### src/sxfb_pkg.sv
// Shared types and constants for the sprite XOR framebuffer.
// Holds the item structs, the mode codes and the default screen size.
// No dependencies.
`timescale 1ns / 1ps

package sxfb_pkg;

  localparam int unsigned SCREEN_WIDTH_DEF  = 64;
  localparam int unsigned SCREEN_HEIGHT_DEF = 32;

  // Pixels in one sprite row.
  localparam int unsigned SPRITE_W = 8;

  localparam logic [1:0] MODE_DRAW  = 2'd0;
  localparam logic [1:0] MODE_CLEAR = 2'd1;
  localparam logic [1:0] MODE_READ  = 2'd2;

  typedef struct packed {
    logic [1:0] mode;
    logic [7:0] x_pos;
    logic [7:0] y_pos;
    logic [3:0] row_index;
    logic [7:0] row_bits;
    logic       last_row;
  } sxfb_in_t;

  typedef struct packed {
    logic collision;
    logic pixel_value;
    logic sprite_done;
  } sxfb_out_t;

  // Write side command from the row logic to the frame memory.
  typedef struct packed {
    logic wr_en;
    logic clr;
  } sxfb_mem_cmd_t;

endpackage

### src/sxfb_wrap.sv
// Coordinate wrap for the sprite XOR framebuffer.
// Turns the raw x, y and row index into a screen column and a memory row.
// Depends on sxfb_pkg.
`timescale 1ns / 1ps

module sxfb_wrap import sxfb_pkg::*; #(
  parameter int unsigned SCREEN_WIDTH  = SCREEN_WIDTH_DEF,
  parameter int unsigned SCREEN_HEIGHT = SCREEN_HEIGHT_DEF,
  localparam int unsigned COL_W = $clog2(SCREEN_WIDTH),
  localparam int unsigned ROW_W = $clog2(SCREEN_HEIGHT)
) (
  input  sxfb_in_t         item_i,
  output logic [COL_W-1:0] col_o,
  output logic [ROW_W-1:0] row_o
);

  localparam logic [ROW_W:0] HeightL = (ROW_W+1)'(SCREEN_HEIGHT);

  // Modulo tables, filled with constants at elaboration.
  logic [COL_W-1:0] x_tbl  [256];
  logic [ROW_W-1:0] y_tbl  [256];
  logic [ROW_W-1:0] ri_tbl [16];

  logic [ROW_W-1:0] y_base;
  logic [ROW_W:0]   y_sum;
  logic [ROW_W-1:0] y_draw;

  for (genvar gi = 0; gi < 256; gi++) begin : g_xy_tbl
    assign x_tbl[gi] = COL_W'(gi % SCREEN_WIDTH);
    assign y_tbl[gi] = ROW_W'(gi % SCREEN_HEIGHT);
  end

  for (genvar gr = 0; gr < 16; gr++) begin : g_ri_tbl
    assign ri_tbl[gr] = ROW_W'(gr % SCREEN_HEIGHT);
  end

  // Both terms are below the height, so one subtract finishes the wrap.
  assign y_base = y_tbl[item_i.y_pos];
  assign y_sum  = {1'b0, y_base} + {1'b0, ri_tbl[item_i.row_index]};

  always_comb begin
    if (y_sum >= HeightL) begin
      y_draw = ROW_W'(y_sum - HeightL);
    end else begin
      y_draw = y_sum[ROW_W-1:0];
    end
  end

  assign col_o = x_tbl[item_i.x_pos];
  assign row_o = (item_i.mode == MODE_DRAW) ? y_draw : y_base;

endmodule

### src/sxfb_frame_mem.sv
// Frame memory for the sprite XOR framebuffer: one word per screen row.
// Row valid bits give the black screen after reset and clear; a bypass
// covers a read issued in the same cycle as a write. Depends on sxfb_pkg.
`timescale 1ns / 1ps

module sxfb_frame_mem import sxfb_pkg::*; #(
  parameter int unsigned SCREEN_WIDTH  = SCREEN_WIDTH_DEF,
  parameter int unsigned SCREEN_HEIGHT = SCREEN_HEIGHT_DEF,
  localparam int unsigned ROW_W = $clog2(SCREEN_HEIGHT)
) (
  input  logic                    clk_i,
  input  logic                    rst_ni,
  input  sxfb_mem_cmd_t           cmd_i,
  input  logic [ROW_W-1:0]        wr_row_i,
  input  logic [SCREEN_WIDTH-1:0] wr_data_i,
  input  logic                    rd_en_i,
  input  logic [ROW_W-1:0]        rd_row_i,
  output logic [SCREEN_WIDTH-1:0] row_o
);

  logic [SCREEN_WIDTH-1:0]  mem_q [SCREEN_HEIGHT];
  logic [SCREEN_HEIGHT-1:0] row_valid_q;

  logic [SCREEN_WIDTH-1:0]  rd_data_q;
  logic                     rd_valid_q;
  logic                     byp_hit_q, byp_hit_d;
  logic [SCREEN_WIDTH-1:0]  byp_data_q, byp_data_d;

  // The read sees the old word at the write edge, so the new one is kept aside.
  assign byp_hit_d  = cmd_i.clr || (cmd_i.wr_en && (wr_row_i == rd_row_i));
  assign byp_data_d = cmd_i.clr ? '0 : wr_data_i;

  always_ff @(posedge clk_i) begin
    if (cmd_i.wr_en) begin
      mem_q[wr_row_i] <= wr_data_i;
    end
    if (rd_en_i) begin
      rd_data_q  <= mem_q[rd_row_i];
      byp_data_q <= byp_data_d;
    end
  end

  always_ff @(posedge clk_i or negedge rst_ni) begin
    if (!rst_ni) begin
      row_valid_q <= '0;
      rd_valid_q  <= 1'b0;
      byp_hit_q   <= 1'b0;
    end else begin
      if (cmd_i.clr) begin
        row_valid_q <= '0;
      end else if (cmd_i.wr_en) begin
        row_valid_q[wr_row_i] <= 1'b1;
      end
      if (rd_en_i) begin
        rd_valid_q <= row_valid_q[rd_row_i];
        byp_hit_q  <= byp_hit_d;
      end
    end
  end

  always_comb begin
    if (byp_hit_q) begin
      row_o = byp_data_q;
    end else if (rd_valid_q) begin
      row_o = rd_data_q;
    end else begin
      row_o = '0;
    end
  end

`ifndef SYNTH
  a_clear_blanks : assert property (@(posedge clk_i) disable iff (!rst_ni)
    cmd_i.clr |=> (row_valid_q == '0))
    else $error("row valid bits not cleared after a screen clear");

  a_bypass_fwd : assert property (@(posedge clk_i) disable iff (!rst_ni)
    (rd_en_i && cmd_i.wr_en && !cmd_i.clr && (wr_row_i == rd_row_i))
      |=> (row_o == $past(wr_data_i)))
    else $error("read of a row being written did not return the new word");

  a_write_valid : assert property (@(posedge clk_i) disable iff (!rst_ni)
    (cmd_i.wr_en && !cmd_i.clr) |=> row_valid_q[$past(wr_row_i)])
    else $error("written row not marked valid");
`endif

endmodule

### src/sxfb_row_op.sv
// Row operation of the sprite XOR framebuffer: builds the sprite mask,
// XORs it into the row, updates collision and forms the result item.
// Depends on sxfb_pkg.
`timescale 1ns / 1ps

module sxfb_row_op import sxfb_pkg::*; #(
  parameter int unsigned SCREEN_WIDTH = SCREEN_WIDTH_DEF,
  localparam int unsigned COL_W = $clog2(SCREEN_WIDTH)
) (
  input  logic [1:0]              mode_i,
  input  logic [SPRITE_W-1:0]     row_bits_i,
  input  logic                    last_row_i,
  input  logic                    first_row_i,
  input  logic [COL_W-1:0]        col_i,
  input  logic [SCREEN_WIDTH-1:0] row_data_i,
  input  logic                    seen_i,
  output logic                    seen_o,
  output logic [SCREEN_WIDTH-1:0] new_row_o,
  output sxfb_mem_cmd_t           cmd_o,
  output sxfb_out_t               item_o
);

  localparam logic [COL_W:0] WidthL = (COL_W+1)'(SCREEN_WIDTH);

  logic [SCREEN_WIDTH-1:0] mask;
  logic                    coll_draw;

  // Column base is below the width and the offset below eight, so one
  // subtract wraps each pixel.
  always_comb begin
    logic [COL_W:0] xs;
    mask = '0;
    xs   = '0;
    for (int j = 0; j < SPRITE_W; j++) begin
      xs = {1'b0, col_i} + (COL_W+1)'(j);
      if (xs >= WidthL) begin
        xs = xs - WidthL;
      end
      if (row_bits_i[SPRITE_W-1-j]) begin
        mask[xs[COL_W-1:0]] = 1'b1;
      end
    end
  end

  assign coll_draw = (seen_i && !first_row_i) || (|(row_data_i & mask));
  assign new_row_o = row_data_i ^ mask;

  always_comb begin
    item_o = '0;
    cmd_o  = '0;
    seen_o = seen_i;
    unique case (mode_i)
      MODE_DRAW: begin
        item_o.collision   = coll_draw;
        item_o.sprite_done = last_row_i;
        cmd_o.wr_en        = 1'b1;
        seen_o             = coll_draw;
      end
      MODE_CLEAR: begin
        cmd_o.clr = 1'b1;
      end
      MODE_READ: begin
        item_o.pixel_value = row_data_i[col_i];
      end
      default: begin
        item_o = '0;
      end
    endcase
  end

endmodule

### src/sprite_xor_framebuffer.sv
// A result item moves from the first stage into the result register; while
// the result register is stalled, the item waits in the first stage.
// Throughput: one item per cycle unless the result side stalls; the memory does
// one row read and write per cycle; a bypass register covers back-to-back rows.
// Reset: the screen reads black and the collision flag is clear right after
// reset; per-row valid bits blank the screen, so there is no clearing pass.
`timescale 1ns / 1ps

module sprite_xor_framebuffer import sxfb_pkg::*; #(
  parameter int unsigned SCREEN_WIDTH  = SCREEN_WIDTH_DEF,
  parameter int unsigned SCREEN_HEIGHT = SCREEN_HEIGHT_DEF
) (
  input  logic      clk_i,
  input  logic      rst_ni,
  input  logic      in_valid_i,
  output logic      in_stall_o,
  input  sxfb_in_t  in_item_i,
  output logic      out_valid_o,
  input  logic      out_stall_i,
  output sxfb_out_t out_item_o
);

  localparam int unsigned COL_W = $clog2(SCREEN_WIDTH);
  localparam int unsigned ROW_W = $clog2(SCREEN_HEIGHT);

  // The design is two registers deep. The first stage holds an accepted item
  // with its wrapped coordinates while the frame memory returns its row. The
  // second stage is the result register. The row is modified and written back
  // as the item moves from the first stage to the result register.
  logic                    accept;
  logic                    advance;

  logic                    s1_valid_q;
  logic [1:0]              s1_mode_q;
  logic [SPRITE_W-1:0]     s1_bits_q;
  logic                    s1_last_q;
  logic                    s1_first_q;
  logic [COL_W-1:0]        s1_col_q;
  logic [ROW_W-1:0]        s1_row_q;

  logic                    out_valid_q, out_valid_d;
  sxfb_out_t               out_item_q;

  // Collision flag of the sprite being drawn.
  logic                    seen_q, seen_d;

  logic [COL_W-1:0]        in_col;
  logic [ROW_W-1:0]        in_row;
  logic [SCREEN_WIDTH-1:0] row_data;
  logic [SCREEN_WIDTH-1:0] new_row;
  sxfb_mem_cmd_t           op_cmd;
  sxfb_mem_cmd_t           mem_cmd;
  sxfb_out_t               op_item;

  // The first stage moves on when the result register is empty or drains.
  assign advance    = s1_valid_q && (!out_valid_q || !out_stall_i);
  assign in_stall_o = s1_valid_q && !advance;
  assign accept     = in_valid_i && !in_stall_o;

  sxfb_wrap #(
    .SCREEN_WIDTH  (SCREEN_WIDTH),
    .SCREEN_HEIGHT (SCREEN_HEIGHT)
  ) u_wrap (
    .item_i (in_item_i),
    .col_o  (in_col),
    .row_o  (in_row)
  );

  // Memory side effects happen only when the item really leaves the stage.
  assign mem_cmd.wr_en = advance && op_cmd.wr_en;
  assign mem_cmd.clr   = advance && op_cmd.clr;

  sxfb_frame_mem #(
    .SCREEN_WIDTH  (SCREEN_WIDTH),
    .SCREEN_HEIGHT (SCREEN_HEIGHT)
  ) u_frame_mem (
    .clk_i     (clk_i),
    .rst_ni    (rst_ni),
    .cmd_i     (mem_cmd),
    .wr_row_i  (s1_row_q),
    .wr_data_i (new_row),
    .rd_en_i   (accept),
    .rd_row_i  (in_row),
    .row_o     (row_data)
  );

  sxfb_row_op #(
    .SCREEN_WIDTH (SCREEN_WIDTH)
  ) u_row_op (
    .mode_i      (s1_mode_q),
    .row_bits_i  (s1_bits_q),
    .last_row_i  (s1_last_q),
    .first_row_i (s1_first_q),
    .col_i       (s1_col_q),
    .row_data_i  (row_data),
    .seen_i      (seen_q),
    .seen_o      (seen_d),
    .new_row_o   (new_row),
    .cmd_o       (op_cmd),
    .item_o      (op_item)
  );

  always_comb begin
    if (advance) begin
      out_valid_d = 1'b1;
    end else if (!out_stall_i) begin
      out_valid_d = 1'b0;
    end else begin
      out_valid_d = out_valid_q;
    end
  end

  // Payload registers of the first stage and of the result.
  always_ff @(posedge clk_i) begin
    if (accept) begin
      s1_mode_q  <= in_item_i.mode;
      s1_bits_q  <= in_item_i.row_bits;
      s1_last_q  <= in_item_i.last_row;
      s1_first_q <= (in_item_i.row_index == '0);
      s1_col_q   <= in_col;
      s1_row_q   <= in_row;
    end
    if (advance) begin
      out_item_q <= op_item;
    end
  end

  always_ff @(posedge clk_i or negedge rst_ni) begin
    if (!rst_ni) begin
      s1_valid_q  <= 1'b0;
      out_valid_q <= 1'b0;
      seen_q      <= 1'b0;
    end else begin
      if (accept) begin
        s1_valid_q <= 1'b1;
      end else if (advance) begin
        s1_valid_q <= 1'b0;
      end
      out_valid_q <= out_valid_d;
      if (advance) begin
        seen_q <= seen_d;
      end
    end
  end

  assign out_valid_o = out_valid_q;
  assign out_item_o  = out_item_q;

`ifndef SYNTH
  a_advance_fills : assert property (@(posedge clk_i) disable iff (!rst_ni)
    advance |=> out_valid_q)
    else $error("item left the first stage but no result became valid");

  a_empty_no_stall : assert property (@(posedge clk_i) disable iff (!rst_ni)
    !s1_valid_q |-> !in_stall_o)
    else $error("input stalled while the first stage is empty");

  a_draw_no_pixel : assert property (@(posedge clk_i) disable iff (!rst_ni)
    (out_valid_q && (out_item_q.collision || out_item_q.sprite_done))
      |-> !out_item_q.pixel_value)
    else $error("draw result carries a pixel value");

  a_seen_sticky : assert property (@(posedge clk_i) disable iff (!rst_ni)
    (advance && (s1_mode_q == MODE_DRAW) && !s1_first_q && seen_q) |=> seen_q)
    else $error("collision flag dropped within a sprite");
`endif

endmodule

### config.mk
export PLATFORM = sky130hd
export DESIGN_NAME = sprite_xor_framebuffer
export DESIGN_NICKNAME = d
export VERILOG_FILES = /design/src/sxfb_pkg.sv /design/src/sxfb_wrap.sv /design/src/sxfb_frame_mem.sv /design/src/sxfb_row_op.sv /design/src/sprite_xor_framebuffer.sv
export SDC_FILE = /design/constraint.sdc
export NUM_CORES = 2
export LEC_CHECK = 0
export ABC_AREA = 1
export ABC_CLOCK_PERIOD_IN_PS = 12770
export BUFFER_PORTS_ARGS = -buffer_cell sky130_fd_sc_hd__buf_4
export CAP_MARGIN = 10
export CORE_MARGIN = 2
export CORE_UTILIZATION = 67
export CTS_CLUSTER_DIAMETER = 40
export DETAILED_ROUTE_END_ITERATION = 10
export PLACE_DENSITY_LB_ADDON = 0.3
export SLEW_MARGIN = 10
export SYNTH_ARGS = -nofsm -noshare
export SYNTH_HDL_FRONTEND = slang
export SYNTH_SLANG_ARGS = --single-unit
export TNS_END_PERCENT = 100
### constraint.sdc
create_clock -name clk_i -period 12.77 [get_ports clk_i]
set_clock_uncertainty 0.15 [all_clocks]
set_input_delay 1.9155 -clock clk_i [delete_from_list [all_inputs] [get_ports clk_i]]
set_output_delay 1.9155 -clock clk_i [all_outputs]
set_load 0.03 [all_outputs]
==> parameters.txt <==
Parameter                              Value

Worst setup path
  Critical Path AT ... 6.92 ns
  Required time at the worst-slack endpoint ... 13.18 ns
  Combined buffer and inverter count along the critical path ... 5
  Category of the worst setup path launch point ... flip-flop
  Largest fanout on the critical path ... 16
  Largest delay contributor family on the critical path ... simple AND/OR/NAND/NOR gates
  R2R Path End ... out_item_o[2]$_SDFFCE_PP0P_
  Largest stage delay on the critical path ... 0.79 ns
  Crit path max-delay cell type ... xor2_1
  R2r startpoint ... s1_col_q[0]$_DFFE_PP_
  CP Launch Point ... s1_col_q[0]$_DFFE_PP_
  Reg2Reg Depth ... 18
  Sequence of cells on the critical path ... buf_4 -> inv_2 -> ha_1 -> xor2_1 -> inv_1 -> nand3_1 -> nor2_1 -> inv_1 -> nor2_1 -> a21oi_1 -> nand3_1 -> ha_1 -> nor4_1 -> o21ai_0 -> nor2_1 -> nand4_1 -> nand3_1 -> inv_1
  Slack of the worst reg-to-reg path ... 6.26 ns
  Kind of critical path ... reg2reg
  Critical Path End Type ... flip-flop

Flow run
  Number of max-cap violations ... 0

Power
  Portion of total power attributed to sequential cells ... 48.5%
  Part of the total power dissipated in the clock network ... 38.4%
  Share of total power consumed by net switching ... 26.8%
  Worst supply voltage drop on vdd ... 0.172 mV
  Leakage Power ... 38.7 nW
  Comb pwr share ... 13.1%
  Cell internal power dissipation ... 13.4 mW
  Total power per unit cell area ... 172 nW/um2
  Net switching power ... 4.90 mW

CTS
  Htree depth ... 4
  Post-cts repair resize count ... 0
  Clock tree buffer depth ... 3
  Clock latency on the worst-skew pair ... 0.89 ns
  Clk sinks ... 2239
  Clock buffers created by TritonCTS ... 235
  Library cell used as clock root buffer ... clkbuf_16
  Buffer count from post-CTS setup fixing ... 0
  CTS Hold Buffers Added ... 0
  TritonCTS clock tree ... built
  Clock transition at the registers of the reported paths ... 0.06 ns

Final layout
  Multi-input gate area ... 25500 um2
  Fill cell total of the finished layout ... 8556
  Final #Nets ... 8628
  Finished Core Util ... 74.8%
  Ant. Diodes ... 0
  Layout area overhead ... 10.8%
  Sequential cell area ... 67100 um2
  Ratio of cells with drive above 1 in the final layout ... 7.38%

Floorplanning
  Core Area ... 142000 um2
  Initial Util ... 67.5%
  Overall die area ... 146000 um2
  Die outline width ... 382 um
  Chip Height ... 382 um
  Site Rows ... 138
  Number of I/O pins ... 40

Logic synthesis
  Mapped Nets ... 8705
  Share of cell area taken by muxes after synthesis ... 0%
  Number of instances in the synthesized netlist ... 8597
  Part of the Yosys area used for sequential elements ... 70.1%
  Post-synthesis share of cell area spent on xor and xnor gates ... 0.225%
  Most frequent cell after synthesis ... nand2_1
  Post-synth ARST share ... 1.65%
  Post-synth cell types ... 36
  Primary FF master, synth ... edfxtp_1
  Area share of the largest cell type after synthesis ... 69.1%
  Share of the synthesized area in compound gates (AO/OA/AOI/OAI) ... 2.96%
  Adder-cell share of the synthesized area ... 0.963%
  Synthesized-area fraction occupied by and/or/nand/nor cells ... 22.1%
  Mean instance size in the synthesized netlist ... 11.1 um2
  Number of warnings issued by yosys ... 0
  Number of flops mapped to enable cells by yosys ... 2202
  Total of flip-flops plus latches after synthesis ... 2239
  Cell types with the highest counts after synthesis ... nand2_1 (2557), edfxtp_1 (2202), nand3_1 (1773), nor2_1 (413), inv_1 (353)
  Leading cell types by total area after synthesis ... edfxtp_1 (69%), nand2_1 (10%), nand3_1 (9.3%), nor2_1 (1.6%), inv_1 (1.4%)
  Top cell type by total area after synthesis ... edfxtp_1
  Netlist Area Pre-Place ... 95600 um2
  Main combinational cell family by area after synthesis ... simple AND/OR/NAND/NOR gates

Timing
  Final total negative setup slack ... 0 ns
  RSZ-0062 raised after global routing ... no
  Shortest clock period the worst path allows after layout ... 6.51 ns
  Actual slew at the worst max-slew pin ... 1.31 ns
  Final Hold Slack ... 0.328 ns
  Rel. slew slack ... 12.5%
  Final worst path period share ... 51.0%
  Number of hold violations in the final report ... 0
  Final count of pins violating max slew ... 0
  Final setup viols ... 0
  Max Clk Rate ... 154 MHz

Drt
  Number of nets with antenna violations after routing ... 0
  Post-DR wirelength/cell ... 28.4 um
  Number of vias per cell after detailed routing ... 6.69
  Drc violations ... 0
  Post-detailed-routing wire length ... 302 mm
  Via total after detailed routing ... 70997
  Number of DRC markers after the initial detailed-route iteration ... 12218
  Detailed-router iteration count before antenna repair ... 8

Global routing
  Via count of the first global-routing pass ... 68062
  GRT Total Usage ... 41.1%
  Remaining global-route overflow ... 0
  Initial antenna violation count ... 5
  First-pass GRT wire length ... 438 mm
  Maximum number of pins on one net before global-route repair ... 216

Min path
  Count of cells along the worst hold path ... 2
  Min-Delay Endpoint ... out_valid_o$_DFFE_PN0P_
  Worst min path class ... reg2reg
  Startpoint of the worst hold path ... s1_valid_q$_DFFE_PN0P_

Placement
  DPL Wire Length ... 165 mm
  # port buffers ... 34
  Placer congestion estimate ... 1.08

Outcome
  Status ... completed
## state kept, by name (all words and copies together) (netlist names)
signal,flops
u_frame_mem.row_valid_q,32
u_frame_mem.mem_q,2048
s1_row_q,5
s1_col_q,6
u_frame_mem.rd_data_q,64
s1_last_q,1
u_frame_mem.byp_hit_q,1
s1_mode_q,2
out_valid_o,1
u_frame_mem.rd_valid_q,1
seen_q,1
s1_valid_q,1
out_item_o,3
u_frame_mem.byp_data_q,64
s1_first_q,1
s1_bits_q,8
## tightest hold or removal path, delay by kind of cell, from the launching register on
family / cells / cell delay [ns]
simple gates: 1 / 0.07
buf+inv: 1 / 0.06
flops: 1 / 0.32
## cell usage in the layout (no fill, tap or decap), types with 9 or more instances in the layout
cell type,instances
nand2_1,2553
edfxtp_1,2202
nand3_1,1773
nor2_1,377
inv_1,351
clkbuf_16,238
o21ai_0,210
buf_4,172
nand4_1,117
o211ai_1,96
ha_1,72
o22ai_1,68
a21oi_1,56
clkinv_1,41
nor2_4,36
clkinv_2,36
dfrtp_1,36
a21o_1,30
bufinv_16,30
clkbuf_1,26
inv_6,24
nor4_1,19
clkinvlp_4,19
nor3_1,17
xor2_1,15
clkinv_4,15
buf_12,13
nor2_2,9
## worst max-delay path by stage
stage	depth (start not counted)	endpoint	slack (ns)
5_1_grt	18	out_item_o[2]$_SDFFCE_PP0P_	6.17
4_1_cts	18	out_item_o[2]$_SDFFCE_PP0P_	6.49
6_report	18	out_item_o[2]$_SDFFCE_PP0P_	6.26
2_1_floorplan	5	u_frame_mem.mem_q[24][0]$_DFFE_PP_	6.49
3_3_place_gp	13	u_frame_mem.rd_data_q[27]$_DFFE_PP_	6.22
3_5_place_dp	14	u_frame_mem.rd_data_q[38]$_DFFE_PP_	6.11
## layout make-up
type | count | share of cell area [%]
Inverter | 365 | 1.31
Sequential cell | 2239 | 63.3
Timing Repair Buffer | 185 | 1.46
Multi-Input combinational cell | 5494 | 24.1
Clock inverter | 178 | 1.93
Tap cell | 1890 | 2.23
Clock buffer | 264 | 5.71
## cell families after synthesis
family | after synthesis
flip-flops | 2239
adder cells (fa/ha/maj) | 73
AO/OA/AOI/OAI | 478
buffers and inverters | 864
AND/OR/NAND/NOR | 4921
XOR/XNOR | 22
## power groups by stage
stage	Sequential [mW]	Combinational (mW)	Clock, mW
3_5_place_dp	9.00	2.28	0
6_report	8.86	2.39	7.02
4_1_cts	8.85	2.31	7.01
5_1_grt	8.86	2.54	7.29
2_1_floorplan	8.97	1.46	0
3_3_place_gp	9.00	2.20	0
## per-layer routing
metal	global-route usage, %	part of all wire, %
met4	20.3	5.4
met2	62.9	46
met3	8.53	13
met5	0	0.014
met1	56.8	36
## stage by stage
stage          cell area, um2  power [mW]  std cells  worst slack (ns)
2_1_floorplan           95600        10.4       8597              6.49
3_3_place_gp            97800        11.2      10173              6.22
3_5_place_dp            97800        11.3      10173              6.11
4_1_cts                106000        18.2      10615              6.49
5_1_grt                106000        18.7      10615              6.17
6_report               106000        18.3      10615              6.26
Power figures use the tool's default switching activity.
